==> config.mk <==
export PLATFORM = sky130hd
export DESIGN_NAME = http_request_line_classifier
export DESIGN_NICKNAME = d
export VERILOG_FILES = /design/src/sv/hrlc_pkg.sv /design/src/sv/hrlc_parser.sv /design/src/sv/http_request_line_classifier.sv
export SDC_FILE = /design/constraint.sdc
export NUM_CORES = 1
export LEC_CHECK = 0
export ABC_AREA = 1
export BUFFER_PORTS_ARGS = -buffer_cell sky130_fd_sc_hd__buf_2
export CAP_MARGIN = 20
export CORE_MARGIN = 5
export CORE_UTILIZATION = 44
export DETAILED_ROUTE_END_ITERATION = 8
export PLACE_DENSITY = 0.6
export RECOVER_POWER = 25
export SLEW_MARGIN = 20
export SYNTH_ARGS = -nofsm -noshare
export SYNTH_HDL_FRONTEND = slang
export SYNTH_SLANG_ARGS = --single-unit
export TNS_END_PERCENT = 50
==> constraint.sdc <==
create_clock -name i_clk -period 5.9 [get_ports i_clk]
set_clock_uncertainty 0.1 [all_clocks]
set_input_delay 0.295 -clock i_clk [delete_from_list [all_inputs] [get_ports i_clk]]
set_output_delay 0.295 -clock i_clk [all_outputs]
set_load 0.02 [all_outputs]
==> src/sv/hrlc_pkg.sv <==
// ----------------------------------------------------------------------------
// hrlc_pkg
// Shared types and constants for the request-line classifier: character
// codes, verb and extension tables, result field widths and the result type.
// ----------------------------------------------------------------------------
package hrlc_pkg;

    localparam int HEADER_BYTES_DEFAULT = 4096;

    // result field widths
    localparam int METHOD_W = 2;
    localparam int CTYPE_W  = 3;
    localparam int START_W  = 12;
    localparam int LEN_W    = 13;

    localparam logic [START_W-1:0] START_MAX = '1;
    localparam logic [LEN_W-1:0]   LEN_MAX   = '1;

    // verb classes
    localparam logic [METHOD_W-1:0] METHOD_GET   = 2'd0;
    localparam logic [METHOD_W-1:0] METHOD_HEAD  = 2'd1;
    localparam logic [METHOD_W-1:0] METHOD_OTHER = 2'd2;

    // content-type codes
    localparam logic [CTYPE_W-1:0] CT_HTML  = 3'd0;
    localparam logic [CTYPE_W-1:0] CT_JS    = 3'd1;
    localparam logic [CTYPE_W-1:0] CT_CSS   = 3'd2;
    localparam logic [CTYPE_W-1:0] CT_PNG   = 3'd3;
    localparam logic [CTYPE_W-1:0] CT_JPEG  = 3'd4;
    localparam logic [CTYPE_W-1:0] CT_PLAIN = 3'd5;
    localparam logic [CTYPE_W-1:0] CT_PDF   = 3'd6;

    // characters
    localparam logic [7:0] CHR_NUL   = 8'h00;
    localparam logic [7:0] CHR_LF    = 8'h0A;
    localparam logic [7:0] CHR_SPACE = 8'h20;
    localparam logic [7:0] CHR_DOT   = 8'h2E;
    localparam logic [7:0] CHR_SLASH = 8'h2F;

    // four-character words, index 0 holds the first character
    typedef logic [3:0][7:0] t_word4;

    localparam t_word4 VERB_GET  = {8'h00, "T", "E", "G"};
    localparam t_word4 VERB_HEAD = {"D", "A", "E", "H"};

    localparam int EXT_ENTRIES = 9;

    typedef struct packed {
        t_word4               text;
        logic [2:0]           len;
        logic [CTYPE_W-1:0]   code;
    } t_ext_entry;

    // match order matters: first hit wins
    localparam t_ext_entry EXT_TABLE [EXT_ENTRIES] = '{
        '{text: {"l", "m", "t", "h"},     len: 3'd4, code: CT_HTML},
        '{text: {8'h00, 8'h00, "s", "j"}, len: 3'd2, code: CT_JS},
        '{text: {8'h00, "s", "s", "c"},   len: 3'd3, code: CT_CSS},
        '{text: {8'h00, "g", "n", "p"},   len: 3'd3, code: CT_PNG},
        '{text: {8'h00, "g", "p", "j"},   len: 3'd3, code: CT_JPEG},
        '{text: {"g", "e", "p", "j"},     len: 3'd4, code: CT_JPEG},
        '{text: {8'h00, "t", "x", "t"},   len: 3'd3, code: CT_PLAIN},
        '{text: {8'h00, 8'h00, "d", "m"}, len: 3'd2, code: CT_PLAIN},
        '{text: {8'h00, "f", "d", "p"},   len: 3'd3, code: CT_PDF}
    };

    typedef enum logic [1:0] {
        PH_WAIT_VERB,
        PH_IN_VERB,
        PH_WAIT_PATH,
        PH_IN_PATH
    } t_phase;

    typedef enum logic [1:0] {
        DS_BEFORE,
        DS_BASE,
        DS_DOTS,
        DS_EXT
    } t_dot;

    typedef struct packed {
        logic [METHOD_W-1:0] method;
        logic                path_found;
        logic                path_is_root;
        logic                ext_found;
        logic [CTYPE_W-1:0]  media_kind;
        logic [START_W-1:0]  path_start;
        logic [LEN_W-1:0]    path_length;
        logic                header_too_long;
    } t_result;

    // Prefix match of the captured extension against the table.
    function automatic logic [CTYPE_W-1:0] match_ext(t_word4 bytes, logic [2:0] ext_len);
        logic [CTYPE_W-1:0] code;
        logic               ok;
        code = CT_HTML;
        for (int i = EXT_ENTRIES - 1; i >= 0; i--) begin
            ok = (ext_len >= EXT_TABLE[i].len);
            for (int k = 0; k < 4; k++) begin
                if ((3'(k) < EXT_TABLE[i].len) && (bytes[k] != EXT_TABLE[i].text[k])) begin
                    ok = 1'b0;
                end
            end
            if (ok) begin
                code = EXT_TABLE[i].code;
            end
        end
        return code;
    endfunction

endpackage

==> src/sv/hrlc_parser.sv <==
// ----------------------------------------------------------------------------
// hrlc_parser
// Per-byte parse state of the first request line and the result that the
// state gives, including the byte being stepped in.
// ----------------------------------------------------------------------------
module hrlc_parser #(
    parameter int HEADER_BYTES = hrlc_pkg::HEADER_BYTES_DEFAULT
) (
    input  logic              i_clk,
    input  logic              i_rst_n,
    input  logic              i_step,
    input  logic [7:0]        i_byte,
    input  logic              i_last,
    output hrlc_pkg::t_result o_result
);
    import hrlc_pkg::*;

    localparam int POS_W = $clog2(HEADER_BYTES + 1);
    localparam int OFF_W = $clog2(HEADER_BYTES);
    localparam logic [POS_W-1:0] POS_LIMIT = POS_W'(HEADER_BYTES);

    logic [POS_W-1:0] r_pos,       n_pos;
    t_phase           r_phase,     n_phase;
    logic [1:0]       r_vmatch,    n_vmatch;   // [0] GET, [1] HEAD
    logic [2:0]       r_vlen,      n_vlen;
    logic [OFF_W-1:0] r_off,       n_off;
    logic [POS_W-1:0] r_pcount,    n_pcount;
    t_dot             r_dot,       n_dot;
    t_word4           r_ext,       n_ext;
    logic [2:0]       r_ext_len,   n_ext_len;
    logic             r_done,      n_done;
    logic             r_ext_shut,  n_ext_shut;
    logic             r_slash,     n_slash;
    logic             r_too_long,  n_too_long;

    logic [31:0]      w_off_ext;
    logic [31:0]      w_cnt_ext;

    // next state
    always_comb begin
        logic path_step;
        logic ext_step;
        logic line_end;

        n_pos      = r_pos;
        n_phase    = r_phase;
        n_vmatch   = r_vmatch;
        n_vlen     = r_vlen;
        n_off      = r_off;
        n_pcount   = r_pcount;
        n_dot      = r_dot;
        n_ext      = r_ext;
        n_ext_len  = r_ext_len;
        n_done     = r_done;
        n_ext_shut = r_ext_shut;
        n_slash    = r_slash;
        n_too_long = r_too_long;
        path_step  = 1'b0;
        ext_step   = 1'b0;
        line_end   = (i_byte == CHR_LF) || (i_byte == CHR_NUL);

        if (r_pos < POS_LIMIT) begin
            n_pos = r_pos + 1'b1;
            if (!r_done) begin
                case (r_phase)
                    PH_WAIT_VERB: begin
                        if (i_byte == CHR_NUL) begin
                            n_done = 1'b1;
                        end else if (i_byte != CHR_LF && i_byte != CHR_SPACE) begin
                            n_phase = PH_IN_VERB;
                        end
                    end
                    PH_IN_VERB: begin
                        if (line_end) begin
                            n_done = 1'b1;
                        end else if (i_byte == CHR_SPACE) begin
                            n_phase = PH_WAIT_PATH;
                        end
                    end
                    PH_WAIT_PATH: begin
                        if (line_end) begin
                            n_done = 1'b1;
                        end else if (i_byte != CHR_SPACE) begin
                            n_phase   = PH_IN_PATH;
                            n_off     = r_pos[OFF_W-1:0];
                            path_step = 1'b1;
                        end
                    end
                    PH_IN_PATH: begin
                        if (line_end || i_byte == CHR_SPACE) begin
                            n_done = 1'b1;
                        end else begin
                            path_step = 1'b1;
                        end
                    end
                    default: begin
                        n_phase = PH_WAIT_VERB;
                    end
                endcase

                // verb character: first byte or further bytes of the verb
                if ((r_phase == PH_WAIT_VERB && n_phase == PH_IN_VERB)
                    || (r_phase == PH_IN_VERB && !line_end && i_byte != CHR_SPACE)) begin
                    if (r_vlen >= 3'd3 || i_byte != VERB_GET[r_vlen[1:0]]) begin
                        n_vmatch[0] = 1'b0;
                    end
                    if (r_vlen >= 3'd4 || i_byte != VERB_HEAD[r_vlen[1:0]]) begin
                        n_vmatch[1] = 1'b0;
                    end
                    if (r_vlen < 3'd7) begin
                        n_vlen = r_vlen + 3'd1;
                    end
                end
            end
        end else if (!r_done) begin
            n_too_long = 1'b1;
            n_done     = 1'b1;
        end

        if (path_step) begin
            if (r_pcount == '0) begin
                n_slash = (i_byte == CHR_SLASH);
            end
            if (r_pcount < POS_LIMIT) begin
                n_pcount = r_pcount + 1'b1;
            end
            case (r_dot)
                DS_BEFORE: begin
                    if (i_byte != CHR_DOT) begin
                        n_dot = DS_BASE;
                    end
                end
                DS_BASE: begin
                    if (i_byte == CHR_DOT) begin
                        n_dot = DS_DOTS;
                    end
                end
                DS_DOTS: begin
                    if (i_byte != CHR_DOT) begin
                        n_dot    = DS_EXT;
                        ext_step = 1'b1;
                    end
                end
                default: begin
                    if (!r_ext_shut) begin
                        if (i_byte == CHR_DOT) begin
                            n_ext_shut = 1'b1;
                        end else begin
                            ext_step = 1'b1;
                        end
                    end
                end
            endcase
        end

        if (ext_step) begin
            if (r_ext_len < 3'd4) begin
                n_ext[r_ext_len[1:0]] = i_byte;
            end
            if (r_ext_len < 3'd7) begin
                n_ext_len = r_ext_len + 3'd1;
            end
        end
    end

    // result from the state after this byte
    assign w_off_ext = 32'(n_off);
    assign w_cnt_ext = 32'(n_pcount);

    always_comb begin
        o_result = '0;
        if (n_vmatch[0] && n_vlen == 3'd3) begin
            o_result.method = METHOD_GET;
        end else if (n_vmatch[1] && n_vlen == 3'd4) begin
            o_result.method = METHOD_HEAD;
        end else begin
            o_result.method = METHOD_OTHER;
        end
        o_result.header_too_long = n_too_long;
        if (n_phase == PH_IN_PATH) begin
            o_result.path_found   = 1'b1;
            o_result.path_is_root = (n_pcount == POS_W'(1)) && n_slash;
            if (o_result.path_is_root) begin
                o_result.ext_found  = 1'b1;
                o_result.media_kind = CT_HTML;
            end else if (n_dot == DS_EXT) begin
                o_result.ext_found  = 1'b1;
                o_result.media_kind = match_ext(n_ext, n_ext_len);
            end
            o_result.path_start  = (w_off_ext > 32'(START_MAX)) ? START_MAX
                                                                : w_off_ext[START_W-1:0];
            o_result.path_length = (w_cnt_ext > 32'(LEN_MAX)) ? LEN_MAX
                                                              : w_cnt_ext[LEN_W-1:0];
        end
    end

    // state registers: back to reset values after the final header byte
    always_ff @(posedge i_clk) begin
        if (!i_rst_n || (i_step && i_last)) begin
            r_pos      <= '0;
            r_phase    <= PH_WAIT_VERB;
            r_vmatch   <= 2'b11;
            r_vlen     <= '0;
            r_off      <= '0;
            r_pcount   <= '0;
            r_dot      <= DS_BEFORE;
            r_ext      <= '0;
            r_ext_len  <= '0;
            r_done     <= 1'b0;
            r_ext_shut <= 1'b0;
            r_slash    <= 1'b0;
            r_too_long <= 1'b0;
        end else if (i_step) begin
            r_pos      <= n_pos;
            r_phase    <= n_phase;
            r_vmatch   <= n_vmatch;
            r_vlen     <= n_vlen;
            r_off      <= n_off;
            r_pcount   <= n_pcount;
            r_dot      <= n_dot;
            r_ext      <= n_ext;
            r_ext_len  <= n_ext_len;
            r_done     <= n_done;
            r_ext_shut <= n_ext_shut;
            r_slash    <= n_slash;
            r_too_long <= n_too_long;
        end
    end

endmodule

==> src/sv/http_request_line_classifier.sv <==
// ----------------------------------------------------------------------------
// http_request_line_classifier
// Parses the first line of an HTTP request header, one byte per transaction,
// and returns one classification on the byte marked as the last of a header.
// ----------------------------------------------------------------------------
//  channel | direction | handshake                  | payload
//  --------+-----------+----------------------------+---------------------------------
//  in      | input     | i_in_valid / o_in_ready    | i_data_byte, i_last_byte
//  out     | output    | o_out_valid / i_out_ready  | o_method .. o_header_too_long
//
//  One byte per cycle sustained; a result is registered: its last byte goes into
//  the input register on acceptance, then its result into the result register.
//  Reset is synchronous and active low; it clears all parse state at once.
//  Bytes without the last flag keep flowing while a result waits; a last byte
//  is held in the input register until the result register is free.
// ----------------------------------------------------------------------------
module http_request_line_classifier #(
    parameter int HEADER_BYTES = hrlc_pkg::HEADER_BYTES_DEFAULT
) (
    input  logic                          i_clk,
    input  logic                          i_rst_n,
    input  logic                          i_in_valid,
    output logic                          o_in_ready,
    input  logic [7:0]                    i_data_byte,
    input  logic                          i_last_byte,
    output logic                          o_out_valid,
    input  logic                          i_out_ready,
    output logic [hrlc_pkg::METHOD_W-1:0] o_method,
    output logic                          o_path_found,
    output logic                          o_path_is_root,
    output logic                          o_ext_found,
    output logic [hrlc_pkg::CTYPE_W-1:0]  o_media_kind,
    output logic [hrlc_pkg::START_W-1:0]  o_path_start,
    output logic [hrlc_pkg::LEN_W-1:0]    o_path_length,
    output logic                          o_header_too_long
);
    import hrlc_pkg::*;

    logic       r_in_valid;
    logic [7:0] r_in_byte;
    logic       r_in_last;
    logic       r_out_valid;
    t_result    r_out;
    t_result    w_result;
    logic       w_advance;

    // a last byte moves on only when the result register can take it
    assign w_advance  = r_in_valid && (!r_in_last || !r_out_valid || i_out_ready);
    assign o_in_ready = !r_in_valid || w_advance;

    always_ff @(posedge i_clk) begin
        if (!i_rst_n) begin
            r_in_valid <= 1'b0;
        end else if (o_in_ready) begin
            r_in_valid <= i_in_valid;
        end
    end

    always_ff @(posedge i_clk) begin
        if (o_in_ready && i_in_valid) begin
            r_in_byte <= i_data_byte;
            r_in_last <= i_last_byte;
        end
    end

    hrlc_parser #(
        .HEADER_BYTES(HEADER_BYTES)
    ) u_parser (
        .i_clk    (i_clk),
        .i_rst_n  (i_rst_n),
        .i_step   (w_advance),
        .i_byte   (r_in_byte),
        .i_last   (r_in_last),
        .o_result (w_result)
    );

    always_ff @(posedge i_clk) begin
        if (!i_rst_n) begin
            r_out_valid <= 1'b0;
        end else if (w_advance && r_in_last) begin
            r_out_valid <= 1'b1;
        end else if (i_out_ready) begin
            r_out_valid <= 1'b0;
        end
    end

    always_ff @(posedge i_clk) begin
        if (w_advance && r_in_last) begin
            r_out <= w_result;
        end
    end

    assign o_out_valid       = r_out_valid;
    assign o_method          = r_out.method;
    assign o_path_found      = r_out.path_found;
    assign o_path_is_root    = r_out.path_is_root;
    assign o_ext_found       = r_out.ext_found;
    assign o_media_kind      = r_out.media_kind;
    assign o_path_start      = r_out.path_start;
    assign o_path_length     = r_out.path_length;
    assign o_header_too_long = r_out.header_too_long;

    // a finished header always reaches the result register
    a_result_loaded: assert property (@(posedge i_clk) disable iff (!i_rst_n)
        (w_advance && r_in_last) |=> o_out_valid)
        else $error("result not loaded after last byte");

    // a waiting result is never overwritten by a following last byte
    a_no_overwrite: assert property (@(posedge i_clk) disable iff (!i_rst_n)
        (o_out_valid && !i_out_ready) |-> !(w_advance && r_in_last))
        else $error("pending result overwritten");

    a_root_is_page: assert property (@(posedge i_clk) disable iff (!i_rst_n)
        (o_out_valid && o_path_is_root) |->
            (o_ext_found && o_media_kind == CT_HTML && o_path_length == LEN_W'(1)))
        else $error("root path result inconsistent");

    a_no_path_zero: assert property (@(posedge i_clk) disable iff (!i_rst_n)
        (o_out_valid && !o_path_found) |->
            (!o_path_is_root && !o_ext_found && o_path_length == '0
             && o_path_start == '0))
        else $error("path fields set without a path");

endmodule

==> flow_summary.toml <==
[worst_setup_path]
crit_fanout = 63
ff2ff_path_depth = 14
startpoint_type = "flop"
end_kind = "flop"
r2r_slack_ns = 2.18
required_ns = 5.97
r2r_end = "o_media_kind[2]$_SDFFCE_PP0P_"
arrival_ns = 3.79
r2r-start = "u_parser.r_phase[1]$_SDFFE_PP0P_"
worstSetupPathType = "flop to flop"

[grt]
grt_max_degree = 88
grt_usage_pct = 20.8
grt_pass1_wl_um = 34700
grt_pass1_vias = 6945
grt.overflow.total = 0
antenna_found_initial = 0

[floorplanning]
die_area_um2 = 21000
initial_utilization_pct = 44.5
fp.dieW_um = 145
die_h_um = 145
io_pins = 49
num_rows = 49
core_area_um2 = 18000

[cts]
ctsRootBufferMaster = "clkbuf_16"
cts_resized = 0
cts_tree = "yes"
cts.sinks = 131
cts_htree_levels = 4
clkLatencyLatePin_ns = 0.41
cts-buffers-inserted = 17
clkTransAtPathRegs_ns = 0.06
clk_path_buf_depth = 2

[drt]
wirelength_um = 20900
drt_iter0_markers = 608
ant_nets = 0
met2_length_um = 9590
routedWlPerCell_um = 14.2
drcViolationCount = 0
viasPerCell = 5.12
vias = 7551
dr_wl_met3_um = 1080
drtPass1Iterations = 6
drt-met1-wl_um = 9780
top_layer_used = "met4"

[timing]
setup_tns_ns = 0
slew_headroom_pct = 36.1
timing.hold.ws_ns = 0.0337
tightestPinTransition_ns = 0.957
post-route-period-util_pct = 63.0
hold_violations = 0
rsz0062_at_grt = "false"
timing.fmax_mhz = 269
setup_viol = 0
slew_violations = 0
period_needed_ns = 3.72

[synth]
yosys_warnings = 0
syn-instance-count = 1204
synth-seq-cells = 131
syn_area_um2 = 8000
avgSynthCellArea_um2 = 6.65
synth_enable_flop_cells = 43
ys_seq_area_share_pct = 38.1
synthArstFlopShare_pct = 0
syn-num-nets = 1234
synth_top_flop_cell = "dfxtp_1"
ys_types = 45

[outcome]
status = "finished clean"

[final_layout]
final_cells = 1474
final_common_cell = "nand2_1"
drive_gt1_share_pct = 5.62
final_cell_mix = "nand2_1 (281), nor2_1 (169), inv_1 (158)"
area_delta_synth_final_pct = 12.2
nets = 1262
diodes = 0

[min_path]
hp-class = "input port to flop"
hold_depth = 3
hp-start = "i_rst_n"
hold_end = "o_out_valid$_SDFFE_PN0P_"

[run]
max_cap_viol_count = 0

[place]
gp_congestion = 0.929
dp_cells = 1433
numPortBuffers = 48
dp_hpwl_um = 14000

[pwr]
ir_drop_v = 0.000213
power_leakage_nw = 3.98
power_density_nw_per_um2 = 274
## registers in the layout, summed over array words and instances, names as in the netlist, 2 cells and up
register / count
u_parser.r_ext: 32
o_path_length: 13
u_parser.r_pcount: 13
u_parser.r_pos: 13
o_path_start: 12
u_parser.r_off: 12
r_in_byte: 8
o_media_kind: 3
u_parser.r_ext_len: 3
u_parser.r_vlen: 3
o_method: 2
u_parser.r_dot: 2
u_parser.r_phase: 2
u_parser.r_vmatch: 2
## cells by family after synthesis
group                      count (synthesis)  synth area share (%)
DFF                                      131                  38.1
muxes                                      7                 0.876
adders and majority gates                 17                  2.66
buffers and inverters                    218                  10.9
xor gates and xnor gates                   6                 0.657
AOI/OAI and AO/OA                        262                  17.5
and+or+nand+nor                          563                  29.3
## worst max path at each step
stage                                       startpoint                            end  slack, ns  cells after the start
floorplan           u_parser.r_ext_len[1]$_SDFFE_PP0P_  o_media_kind[2]$_SDFFCE_PP0P_       3.50                     16
global placement                r_in_byte[7]$_DFFE_PP_  o_media_kind[2]$_SDFFCE_PP0P_       2.29                     15
detailed placement              r_in_byte[7]$_DFFE_PP_  o_media_kind[2]$_SDFFCE_PP0P_       2.22                     15
CTS                   u_parser.r_phase[1]$_SDFFE_PP0P_  o_media_kind[2]$_SDFFCE_PP0P_       2.22                     14
global route                    r_in_byte[6]$_DFFE_PP_  o_media_kind[2]$_SDFFCE_PP0P_       1.76                     15
finish                u_parser.r_phase[1]$_SDFFE_PP0P_  o_media_kind[2]$_SDFFCE_PP0P_       2.18                     14
## where the power goes
group | leakage [nW] | internal, mW | switching [mW]
sequential | 1.11 | 0.974 | 0.0371
combinational | 2.57 | 0.108 | 0.236
clock | 0.301 | 0.682 | 0.422
total | 3.98 | 1.76 | 0.695
## timing repair
item,in CTS,in global routing
hold buffers,9,0
hold endpoints to repair,9,0
setup buffers,0,0
## stage by stage
| step | cell area [µm²] | power [mW] | utilization [%] | setup slack, ns |
|---|---|---|---|---|
| CTS | 9020 | 2.49 | 50.2 | 2.22 |
| global placement | 8320 | 1.37 | 46.3 | 2.29 |
| finish | 8980 | 2.46 | 50.0 | 2.18 |
| detailed placement | 8320 | 1.37 | 46.3 | 2.22 |
| global route | 8980 | 2.58 | 50.0 | 1.76 |
| floorplan | 8000 | 1.28 | - | 3.50 |
## worst max-delay path, stage by stage, from the launching register on
cell and delay, ns:
dfxtp_1 0.47, ha_1 0.23, inv_1 0.07, a21oi_2 0.17, nand3_4 0.44, nor2_8 0.78
o21ai_0 0.36, nor2_2 0.22, nand2_1 0.08, nor2_1 0.12, nand3_1 0.15, nand2_1 0.10
nor2_1 0.04, nand2_1 0.06, inv_1 0.04
## per-layer routing
metal	track usage, %	vias to the layer above
met5	0	-
met1	28.2	3404
met4	6.48	0
met2	33.6	166
li1	-	3957
met3	3.98	24
## synthesized netlist by cell type, drive strengths merged (2+ instances only)
| library cell | instances | area (µm²) |
|---|---|---|
| a21oi | 79 | 399 |
| o21bai | 4 | 30.0 |
| xor2 | 6 | 52.6 |
| inv | 161 | 604 |
| dfxtp | 88 | 1760 |
| a21boi | 3 | 22.5 |
| ha | 17 | 213 |
| a31oi | 5 | 31.3 |
| nor3 | 25 | 125 |
| mux2i | 7 | 70.1 |
| nand3 | 59 | 320 |
| nor4 | 3 | 18.8 |
| buf | 17 | 119 |
| clkbuf | 37 | 139 |
| nor2 | 177 | 703 |
| edfxtp | 43 | 1290 |
| nand4 | 11 | 68.8 |
| nand3b | 2 | 15.0 |
| nand2 | 281 | 1050 |
| o211ai | 16 | 120 |
| o21ai | 149 | 749 |
| clkinv | 3 | 11.3 |
## layout make-up
cell class                      count  area [µm²]
Clock inverter                     14         178
Clock buffer                       18         439
Fill cell                        1836        8980
Sequential cell                   131        3050
Timing Repair Buffer               63         332
Tap cell                          229         287
Multi-Input combinational cell    855        4080
Inverter                          164         616
Power figures use the tool's default switching activity.
